<file path="config.mk">
export PLATFORM = sky130hd
export DESIGN_NAME = mts_core
export DESIGN_NICKNAME = d
export VERILOG_FILES = /design/src/rtl/core/mts_pkg.sv /design/src/rtl/core/mts_core.sv
export SDC_FILE = /design/constraint.sdc
export NUM_CORES = 1
export LEC_CHECK = 0
export BUFFER_PORTS_ARGS = -buffer_cell sky130_fd_sc_hd__buf_2
export CORE_MARGIN = 4
export CORE_UTILIZATION = 40
export CTS_CLUSTER_SIZE = 14
export DETAILED_ROUTE_END_ITERATION = 16
export GPL_TIMING_DRIVEN = 0
export MAX_ROUTING_LAYER = met4
export SLEW_MARGIN = 15
export SYNTH_ARGS = -nofsm -noshare
export SYNTH_HDL_FRONTEND = slang
export SYNTH_SLANG_ARGS = --single-unit
</file>
<file path="constraint.sdc">
create_clock -name clk -period 11.4 [get_ports clk]
set_clock_uncertainty 0.15 [all_clocks]
set_input_delay 1.14 -clock clk [delete_from_list [all_inputs] [get_ports clk]]
set_output_delay 1.14 -clock clk [all_outputs]
set_load 0.05 [all_outputs]
</file>
<file path="src/rtl/core/mts_pkg.sv">
// mts_pkg: widths, codes and shared types for the min tracking stack
// no dependencies; used by the interfaces and by every rtl/core module except mts_ram

package mts_pkg;

  localparam int DATA_WIDTH  = 32;
  localparam int STACK_DEPTH = 256;
  localparam int WORD_WIDTH  = DATA_WIDTH + 2;
  localparam int ADDR_WIDTH  = $clog2(STACK_DEPTH);
  localparam int CNT_WIDTH   = $clog2(STACK_DEPTH + 1);

  localparam logic FUNC_PUSH = 1'b0;
  localparam logic FUNC_POP  = 1'b1;

  typedef enum logic [1:0] {
    ST_OK        = 2'd0,
    ST_UNDERFLOW = 2'd1,
    ST_OVERFLOW  = 2'd2
  } status_t;

  typedef logic signed [DATA_WIDTH-1:0] data_t;
  typedef logic signed [WORD_WIDTH-1:0] word_t;
  typedef logic [ADDR_WIDTH-1:0]        addr_t;
  typedef logic [CNT_WIDTH-1:0]         cnt_t;

  typedef struct packed {
    status_t status;
    data_t   popped_value;
    data_t   top_value;
    data_t   min_value;
    cnt_t    depth_used;
    logic    is_empty;
  } result_t;

  typedef struct packed {
    logic  we;
    addr_t waddr;
    word_t wdata;
    logic  re;
    addr_t raddr;
  } ram_req_t;

endpackage

</file>
<file path="src/rtl/core/mts_core.sv">
// mts_core: stack state (count, minimum, cached top word) and the per-item update
// depends on mts_pkg; drives the entry ram through a ram_req_t

module mts_core (
  input  logic             clk,
  input  logic             rst_n,
  input  logic             fire,
  input  logic             func,
  input  mts_pkg::data_t   value,
  input  mts_pkg::word_t   second_word,
  output mts_pkg::ram_req_t ram_req,
  output mts_pkg::result_t res
);
  import mts_pkg::*;

  cnt_t  sp_r, sp_nxt;
  data_t min_r, min_nxt;
  word_t top_r, top_nxt;

  word_t   val_w, min_w, enc_w, restore_w;
  logic    full, empty, val_lt_min, top_gt_min, new_top_gt_min;
  status_t status;
  data_t   popped;
  word_t   min_nxt_w;
  cnt_t    rd_idx;

  always_comb begin
    val_w      = word_t'(value);
    min_w      = word_t'(min_r);
    enc_w      = (val_w <<< 1) - min_w;
    restore_w  = (min_w <<< 1) - top_r;
    full       = (sp_r == cnt_t'(STACK_DEPTH));
    empty      = (sp_r == '0);
    val_lt_min = (value < min_r);
    top_gt_min = (top_r > min_w);

    sp_nxt  = sp_r;
    min_nxt = min_r;
    top_nxt = top_r;
    status  = ST_OK;
    popped  = '0;
    ram_req.we    = 1'b0;
    ram_req.waddr = addr_t'(sp_r - cnt_t'(1));
    ram_req.wdata = top_r;

    if (func == FUNC_PUSH) begin
      if (full) begin
        status = ST_OVERFLOW;
      end else begin
        sp_nxt = sp_r + cnt_t'(1);
        // old top moves down into the ram
        ram_req.we = fire && !empty;
        if (empty) begin
          top_nxt = val_w;
          min_nxt = value;
        end else if (val_lt_min) begin
          top_nxt = enc_w;
          min_nxt = value;
        end else begin
          top_nxt = val_w;
        end
      end
    end else begin
      if (empty) begin
        status = ST_UNDERFLOW;
      end else begin
        sp_nxt  = sp_r - cnt_t'(1);
        top_nxt = second_word;
        if (top_gt_min) begin
          popped = top_r[DATA_WIDTH-1:0];
        end else begin
          // encoded word: current minimum leaves, previous one comes back
          popped  = min_r;
          min_nxt = restore_w[DATA_WIDTH-1:0];
        end
      end
    end

    // fetch the entry that sits below the new top
    rd_idx        = sp_nxt - cnt_t'(2);
    ram_req.re    = fire;
    ram_req.raddr = rd_idx[ADDR_WIDTH-1:0];

    min_nxt_w      = word_t'(min_nxt);
    new_top_gt_min = (top_nxt > min_nxt_w);

    res.status       = status;
    res.popped_value = popped;
    res.depth_used   = sp_nxt;
    res.is_empty     = (sp_nxt == '0);
    if (sp_nxt == '0) begin
      res.top_value = '0;
      res.min_value = '0;
    end else begin
      res.top_value = new_top_gt_min ? top_nxt[DATA_WIDTH-1:0] : min_nxt;
      res.min_value = min_nxt;
    end
  end

  always_ff @(posedge clk) begin
    if (!rst_n) begin
      sp_r  <= '0;
      min_r <= '0;
    end else if (fire) begin
      sp_r  <= sp_nxt;
      min_r <= min_nxt;
    end
  end

  always_ff @(posedge clk) begin
    if (fire) begin
      top_r <= top_nxt;
    end
  end

endmodule

</file>
== Yosys cells after proc, flatten, opt, wreduce, memory -nomap -nowiden ==
Cells that the tools add are included.
Storage, ports and cells
  register bits: 75
  latch bits: 0
  memory bits (writable): 0
  bits in read-only memories: 0
  input port bits: 70
  output and inout port bits: 160
  word-level logic and storage cells: 40
  memories: 0
Cells by class
  $add $sub $neg: 5
  multiply operators: 0
  divide/modulo/power cells: 0
  magnitude comparators: 3
  equality and inequality tests: 1
  shift-type cells: 0
  mux-type cells: 24
  bitwise operators: 0
  reduce and logical (&&, ||, !) cells: 4
Operator list (count)
  32-bit 2-to-1 mux: 10
  34-bit 2-to-1 mux: 5
  34-bit by 32-bit > comparator with 1-bit output: 2
  64-bit 2-to-1 mux: 1
  33-bit by 32-bit subtractor with 34-bit output: 1
  32-bit less-than comparator: 1
  32-bit subtractor: 1
  9-bit 2-to-1 mux: 3
  9-bit zero test: 2
  9-bit by 1-bit adder with 9-bit output, second input constant: 1
  9-bit == test, second input constant: 1
  9-bit by 1-bit subtractor with 9-bit output, second input constant: 1
  8-bit by 2-bit subtractor with 8-bit output, second input constant: 1
  2-bit 2-to-1 mux: 2
  1-bit 2-to-1 mux: 3
  1-bit logical AND: 1
  1-bit zero test: 1

== Longest topological paths before layout ==
Gate-level depths: netlist of the first run.
  depth after elaboration: 8
  gate-level depth with buffers: 28
  mapped depth without buffers: 23

== Worst setup path before layout of the first run ==
Ideal clock, no wire load.
  kind: input to output
  from: input value[13]
  to: output res[45] (netlist bit)
  data arrival time: 6.916 ns
  data required time: 10.110 ns
  path slack: 3.194 ns
  cell stages on the path: 24
  path buffers: 3
  cell sequence: ha_1 > a21oi_1 > o211ai_1 > a2111oi_0 > a211oi_1 > o41ai_2 > nor2_1 > clkbuf_1 > a211oi_1 > inv_1 > ha_1 > a21o_1 > a21o_1 > a21o_1 > a21o_1 > a21o_1 > a211oi_1 > or3_1 > a21oi_1 > a211o_1 > and2_1 > buf_6 > buf_2 > o31ai_1
RTL lines
  start: declaration: RTL line mts_core.sv:9  | input mts_pkg::data_t value,
  end: declaration: RTL line mts_core.sv:12  | output mts_pkg::result_t res

==> results of run 1 <==
## synthesized netlist by cell type, types with 34 or more instances
library cell	number	share of area [%]
xnor2_1	40	3.1
a21o_1	47	3.1
inv_1	98	3.2
dfxtp_1	41	7.2
a21oi_1	148	6.5
ha_1	162	18
clkbuf_1	58	1.9
nor2_1	185	6.1
nand2_1	110	3.6
o21ai_0	74	3.3
edfxtp_1	34	9.0
mux2i_1	41	3.6
## through the flow
stage,std cells,worst slack [ns],util (%)
after detailed placement,2122,1.216,46.59
after CTS,2138,1.195,47.86
final,2139,1.014,47.87
after floorplan,1515,3.194,-
after global placement,2121,0.6753,46.48
after global routing,2138,0.7885,47.86
## registers in the layout, summed over array words and instances (netlist names)
name,count
sp_r,9
top_r,34
min_r,32
## metal layers
layer	part of all wire (%)	global-route usage (%)
met5	0	-
met4	4.3	13.99
met3	9.3	5.782
met2	44	53.25
met1	43	45.91
## cell families after synthesis
logic type / after synthesis / synth area share [%]
compound gates: 497 / 29.42
simple gates: 492 / 20.63
buf+inv: 177 / 6.215
fa+ha+maj: 164 / 18.24
flops: 75 / 16.25
xor+xnor: 63 / 4.868
mux: 47 / 4.382
## critical path, stage by stage
cell and delay [ns]:
buf_2 0.13, ha_1 0.39, and4_1 0.27, a41oi_1 0.27, a211oi_1 0.64, o41a_1 0.22, clkbuf_1 0.36, clkbuf_1 0.89
clkbuf_1 0.99, nand2_1 0.12, a31oi_1 0.46, ha_1 0.34, a21o_1 0.16, a21o_1 0.17, a21o_1 0.17, a21o_1 0.22
a211oi_1 0.22, or3_1 0.13, a21oi_1 0.11, a211o_1 0.36, and2_1 0.17, buf_6 0.14, buf_2 0.22, o31ai_1 0.43
buf_2 0.35
## final cells by class
type                            count  area [sq um]  area share, %
Tap cell                          378         473.0          3.547
Multi-Input combinational cell   1263          8807          66.04
Clock inverter                      4         97.59         0.7318
Antenna cell                        1         2.502        0.01877
Timing Repair Buffer              229          1152          8.641
Sequential cell                    75          1842          13.81
Inverter                           99         371.6          2.787
Clock buffer                       12         256.5          1.923
Buffer                             78         332.8          2.496
## worst max-delay path by stage
stage               from      end  depth (start not counted)
3_3_place_gp   value[13]  res[45]                         26
5_1_grt        value[11]  res[45]                         26
2_1_floorplan  value[13]  res[45]                         24
4_1_cts        value[11]  res[45]                         26
3_5_place_dp   value[11]  res[45]                         26
6_report       value[31]  res[45]                         25
==> flow_summary.json, run 1 <==
{
  "io_buffer_count": 228,
  "num_vias": 13210,
  "grt_usage_pct": 34.76,
  "worstSetupPathType": "in2out",
  "boundaryPins": 230,
  "holdPathEnd": "min_r[23]",
  "rr_worst_depth": 12,
  "wirelength_microns": 54890,
  "nets": 1989,
  "cts_tree": "yes",
  "area_growth_pct": 17.65,
  "cp_max_fo": 10,
  "reg2reg_setup_slack_ns": 5.74,
  "final_common_cell": "buf_2",
  "mostFrequentLayoutCells": "236 x buf_2, 184 x nor2_1, 162 x ha_1",
  "clkLatencyLatePin_ns": 0.37,
  "synth_area_sq_um": 11330,
  "fin_crit_ns": 10.39,
  "yosys_most_used_dff": "dfxtp_1",
  "timing.rr.end": "min_r[9]",
  "drt-pass1-iter-count": 6,
  "synth.avg_cell_area_sq_um": 7.482,
  "hp-start": "min_r[23]",
  "ys_warn_count": 0,
  "clk_path_buf_depth": 2,
  "ys_seq_area_share_pct": 16.25,
  "cts-root-buf": "clkbuf_16",
  "min_path_type": "reg2reg",
  "viasPerCell": 6.177,
  "ys_async_sr_fraction_pct": 0,
  "cts_made_buffers": 9,
  "tightest_slew_ns": 1.251,
  "r2r_start": "min_r[13]",
  "fp-row-count": 61,
  "grt_max_degree": 37,
  "routedWlPerCell_microns": 25.66,
  "holdPathStages": 2,
  "start_util_pct": 40.69,
  "place_congestion": 0.9785,
  "grt_pass1_vias": 12500,
  "die_width_microns": 176.3,
  "synth_edf_count": 34,
  "syn-num-nets": 1749,
  "grt_pass1_wl_microns": 79340,
  "hold_slack_ns": 0.3584,
  "design_area_sq_um": 13340,
  "drive_above_1_share_pct": 16.02,
  "antenna_found_initial": 0,
  "worstSetupEndpointType": "primary output",
  "ctsResizeCount": 0,
  "outcome": "complete, no violations",
  "core_area_sq_um": 27860,
  "cts_max_level": 3,
  "slew_violations": 0,
  "worstSetupStartpointType": "primary input",
  "drc": 0,
  "netlist_instances": 1515,
  "arrival_ns": 9.10,
  "dp_hpwl_microns": 42770,
  "die_h_microns": 176.3,
  "synth_seq_cells": 75,
  "ys_types": 84,
  "drt-initial-drc-count": 1432,
  "path_clk_slew_ns": 0.07,
  "nFillCells": 2919,
  "setup_viol_count_final": 0,
  "fmax_ghz": 0.09628,
  "tns_ns": 0,
  "clkSinkCount": 75,
  "dieArea_sq_um": 31090,
  "post-cts-setup-buffers": 0,
  "placed_area_sq_um": 12980,
  "final_hold_viol_count": 0,
  "rsz0062_at_grt": "false",
  "period_share_pct": 91.11,
  "cap_violations": 0,
  "ctsHoldBuffers": 0,
  "grt_overflow": 0,
  "ant_nets": 0,
  "maxSlewHeadroom_pct": 16.62,
  "worstPathRequired_ns": 10.11
}
Power of run 1 is left out: the tool's default activity adds up to more than one toggle a clock period on the data nets, which glitch-free logic cannot reach.
==> run 2: changes to the inputs <==
--- a/config.mk
+++ b/config.mk
@@ -8,6 +8,7 @@
 export BUFFER_PORTS_ARGS = -buffer_cell sky130_fd_sc_hd__buf_2
 export CORE_MARGIN = 4
 export CORE_UTILIZATION = 40
+export CTS_BUF_LIST = sky130_fd_sc_hd__clkbuf_4
 export CTS_CLUSTER_SIZE = 14
 export DETAILED_ROUTE_END_ITERATION = 16
 export GPL_TIMING_DRIVEN = 0
==> flow_summary.json, run 2 (synthesized netlist as in run 1, its figures left out) <==
{
  "rsz0062_at_grt": "false",
  "cts_max_level": 3,
  "drt-initial-drc-count": 1396,
  "period_share_pct": 91.31,
  "cts_made_buffers": 9,
  "grt_pass1_vias": 12500,
  "clkLatencyLatePin_ns": 0.52,
  "grt_overflow": 0,
  "timing.rr.end": "top_r[29]",
  "drive_above_1_share_pct": 15.97,
  "maxSlewHeadroom_pct": 17.21,
  "boundaryPins": 230,
  "path_clk_slew_ns": 0.17,
  "setup_viol_count_final": 0,
  "hp-start": "min_r[23]",
  "cap_violations": 0,
  "mostFrequentLayoutCells": "236 x buf_2, 184 x nor2_1, 162 x ha_1",
  "min_path_type": "reg2reg",
  "arrival_ns": 9.12,
  "outcome": "complete, no violations",
  "routedWlPerCell_microns": 25.76,
  "area_growth_pct": 16.12,
  "cp_max_fo": 10,
  "nets": 1989,
  "r2r_start": "min_r[13]",
  "antenna_found_initial": 1,
  "worstSetupPathType": "in2out",
  "tightest_slew_ns": 1.242,
  "core_area_sq_um": 27860,
  "dieArea_sq_um": 31090,
  "start_util_pct": 40.69,
  "drc": 0,
  "die_width_microns": 176.3,
  "dp_hpwl_microns": 42770,
  "ctsResizeCount": 0,
  "io_buffer_count": 228,
  "drt-pass1-iter-count": 6,
  "worstSetupEndpointType": "primary output",
  "grt_usage_pct": 34.72,
  "largest-register": "top_r",
  "largest_reg_flops": 34,
  "holdPathEnd": "min_r[23]",
  "clk_path_buf_depth": 2,
  "slew_violations": 0,
  "cts-root-buf": "clkbuf_4",
  "final_hold_viol_count": 0,
  "die_h_microns": 176.3,
  "ctsHoldBuffers": 0,
  "grt_max_degree": 37,
  "rr_worst_depth": 11,
  "holdPathStages": 2,
  "fp-row-count": 61,
  "clkSinkCount": 75,
  "cts_tree": "yes",
  "reg2reg_setup_slack_ns": 5.69,
  "viasPerCell": 6.194,
  "final_common_cell": "buf_2",
  "ant_nets": 0,
  "largestRegisters": "top_r x34, min_r x32, sp_r x9",
  "num_vias": 13250,
  "grt_pass1_wl_microns": 79310,
  "fmax_ghz": 0.09607,
  "worstPathRequired_ns": 10.11,
  "fin_crit_ns": 10.41,
  "final_core_util_pct": 47.24,
  "post-cts-setup-buffers": 0,
  "place_congestion": 0.9785,
  "worstSetupStartpointType": "primary input",
  "tns_ns": 0,
  "wirelength_microns": 55090
}
-- run 2: worst max path at each step --
stage                     startpoint  slack, ns  endpoint  depth (start not counted)
after detailed placement   value[11]       1.22   res[45]                         26
after floorplan            value[13]       3.19   res[45]                         24
after global routing       value[11]       0.79   res[45]                         26
after CTS                  value[11]       1.20   res[45]                         26
after global placement     value[13]       0.68   res[45]                         26
final                      value[11]       0.99   res[45]                         26
-- run 2: worst max-delay path, stage by stage --
cell	delay [ns]
buf_2	0.14
ha_1	0.33
and4_1	0.29
nor3b_1	0.23
a22oi_1	0.14
a211oi_1	0.62
o41a_1	0.22
clkbuf_1	0.35
clkbuf_1	0.89
clkbuf_1	0.99
nand2_1	0.12
a31oi_1	0.45
ha_1	0.34
a21o_1	0.16
a21o_1	0.17
a21o_1	0.17
a21o_1	0.22
a211oi_1	0.22
or3_1	0.13
a21oi_1	0.11
a211o_1	0.36
and2_1	0.17
buf_6	0.14
buf_2	0.22
o31ai_1	0.43
buf_2	0.35
-- run 2: layout make-up --
class                           count  area (sq um)
Fill cell                        2942         14700
Sequential cell                    75          1842
Inverter                           99         371.6
Clock inverter                      6         105.1
Multi-Input combinational cell   1263          8807
Clock buffer                       10         75.07
Antenna cell                        1         2.502
Timing Repair Buffer              229          1152
Buffer                             78         332.8
Tap cell                          378         473.0
-- run 2: metal layers --
metal | part of all wire, % | GRT usage, % | vias to the layer above
met5 | 0 | - | -
met4 | 4.5 | 14.22 | 0
met3 | 9.3 | 5.824 | 141
met2 | 44 | 53.10 | 770
met1 | 43 | 45.80 | 6274
li1 | - | - | 6063
-- run 2: through the flow --
stage	cell area [sq um]	instances	hold WS [ns]	setup WS, ns
floorplan	11330	1515	0.3237	3.194
global placement	12950	2121	0.3399	0.6753
detailed placement	12980	2122	0.3464	1.216
CTS	13160	2138	0.3685	1.195
global route	13160	2139	0.4010	0.7909
finish	13160	2139	0.3683	0.9904
Power of run 2 is left out for the same reason.
==> run 3: changes to the inputs <==
==> constraint.sdc (replaced) <==
create_clock -name clk -period 10.25 [get_ports clk]
set_clock_uncertainty 0.15 [all_clocks]
set_input_delay 1.025 -clock clk [delete_from_list [all_inputs] [get_ports clk]]
set_output_delay 1.025 -clock clk [all_outputs]
set_load 0.05 [all_outputs]
==> flow_summary.json, run 3 (synthesized netlist as in run 1, its figures left out) <==
{
  "tns_ns": 0,
  "r2r_start": "min_r[13]",
  "grt_usage_pct": 34.72,
  "slew_violations": 0,
  "cp-endpoint": "res[45]",
  "wirelength_microns": 54900,
  "fmax_ghz": 0.09873,
  "start_util_pct": 40.69,
  "grt_pass1_vias": 12500,
  "worstSetupStartpointType": "primary input",
  "nets": 1989,
  "boundaryPins": 230,
  "outcome": "complete, no violations",
  "setup_viol_count_final": 0,
  "die_h_microns": 176.3,
  "area_growth_pct": 16.18,
  "arrival_ns": 8.95,
  "tightest_slew_ns": 1.199,
  "core_area_sq_um": 27860,
  "routedWlPerCell_microns": 25.67,
  "cts-root-buf": "clkbuf_4",
  "reg2reg_setup_slack_ns": 4.43,
  "rsz0062_at_grt": "false",
  "grt_pass1_wl_microns": 79310,
  "place_congestion": 0.9785,
  "largest-register": "top_r",
  "fp-row-count": 61,
  "mostFrequentLayoutCells": "236 x buf_2, 184 x nor2_1, 162 x ha_1",
  "grt_overflow": 0,
  "dieArea_sq_um": 31090,
  "path_clk_slew_ns": 0.17,
  "dp_hpwl_microns": 42770,
  "die_width_microns": 176.3,
  "min_path_type": "reg2reg",
  "worstSetupEndpointType": "primary output",
  "num_vias": 13230,
  "timing.rr.end": "top_r[28]",
  "clkSinkCount": 75,
  "cap_violations": 0,
  "final_common_cell": "buf_2",
  "rr_worst_depth": 11,
  "maxSlewHeadroom_pct": 20.07,
  "cp-startpoint": "value[31]",
  "final_hold_viol_count": 0,
  "clk_path_buf_depth": 2,
  "worstPathRequired_ns": 9.08,
  "drive_above_1_share_pct": 16.02,
  "nFillCells": 2943,
  "largest_reg_flops": 34,
  "worstSetupPathType": "in2out",
  "ant_nets": 0,
  "drt-pass1-iter-count": 8,
  "fin_crit_ns": 10.13,
  "largestRegisters": "top_r x34, min_r x32, sp_r x9",
  "antenna_found_initial": 1,
  "cts_tree": "yes",
  "drt-initial-drc-count": 1341,
  "drc": 0,
  "cts_max_level": 3,
  "cts_made_buffers": 9,
  "grt_max_degree": 37,
  "ctsHoldBuffers": 0,
  "clkLatencyLatePin_ns": 0.52,
  "io_buffer_count": 228,
  "cp_max_fo": 10,
  "viasPerCell": 6.183,
  "period_share_pct": 98.81
}
==> run 3: cell types whose count changed in the layout (fill, tap and decap cells not counted) <==
cell and delta:
clkbuf_1 -2, clkbuf_2 +1, clkdlybuf4s15_1 +1
==> run 3: worst max-delay path, stage by stage <==
cell and delay, ns:
buf_2 0.13, ha_1 0.33, nor2_1 0.17, o211ai_1 0.16
a2111oi_1 0.91, a211oi_1 0.36, o41a_1 0.44, clkbuf_1 0.24
inv_1 0.48, clkbuf_1 0.81, o21ai_0 0.19, a21oi_1 0.42
ha_1 0.34, a21o_1 0.17, a21o_1 0.18, a21o_1 0.18
a21oi_1 0.15, nor2b_1 0.06, o21ai_0 0.14, nand2b_1 0.07
a221o_1 0.36, a211o_1 0.31, and2_1 0.17, buf_6 0.14
buf_2 0.22, o31ai_1 0.43, buf_2 0.35
==> run 3: area by class of cell <==
type                       count  area [sq um]  area share [%]
multi-input combinational   1263          8807           66.88
sequential                    75          1842           13.99
timing repair buffer         229          1152           8.751
tap                          378         473.0           3.591
inverter                      99         371.6           2.822
buffer                        78         340.3           2.584
clock inverter                 6         105.1          0.7981
clock buffer                  10         75.07          0.5701
antenna                        1         2.502         0.01900
==> run 3: metrics by stage <==
step / utilization (%) / worst slack [ns] / cells / hold slack, ns / area [sq um]
2_1_floorplan: - / 2.274 / 1515 / 0.3237 / 11330
3_3_place_gp: 46.48 / -0.2447 / 2121 / 0.3399 / 12950
3_5_place_dp: 46.59 / 0.2956 / 2122 / 0.3464 / 12980
4_1_cts: 47.24 / 0.2755 / 2138 / 0.3685 / 13160
5_1_grt: 47.27 / 0.04304 / 2139 / 0.4010 / 13170
6_report: 47.27 / 0.1217 / 2139 / 0.3707 / 13170
==> run 3: how the worst min path moves through the flow <==
stage                          from         to  slack (ns)  depth (start not counted)
final                     min_r[23]  min_r[23]        0.37                          2
after global routing      min_r[23]  min_r[23]        0.40                          2
after detailed placement  min_r[23]  min_r[23]        0.35                          2
after global placement    min_r[23]  min_r[23]        0.34                          2
after CTS                 min_r[23]  min_r[23]        0.37                          2
after floorplan           min_r[23]  min_r[23]        0.32                          2
==> run 3: metal layers <==
| metal | routed length (microns) | GRT usage [%] | up-vias |
|---|---|---|---|
| li1 | - | - | 6063 |
| met1 | 23470 | 45.80 | 6243 |
| met2 | 23910 | 53.10 | 776 |
| met3 | 5033 | 5.824 | 144 |
| met4 | 2482 | 14.22 | 0 |
| met5 | 0 | - | - |
==> run 3: repair_timing <==
item	4_1_cts	5_1_grt
endpoints found under the setup margin	0	4
setup buffers	0	0
gates resized for setup	0	5
Power of run 3 is left out for the same reason.
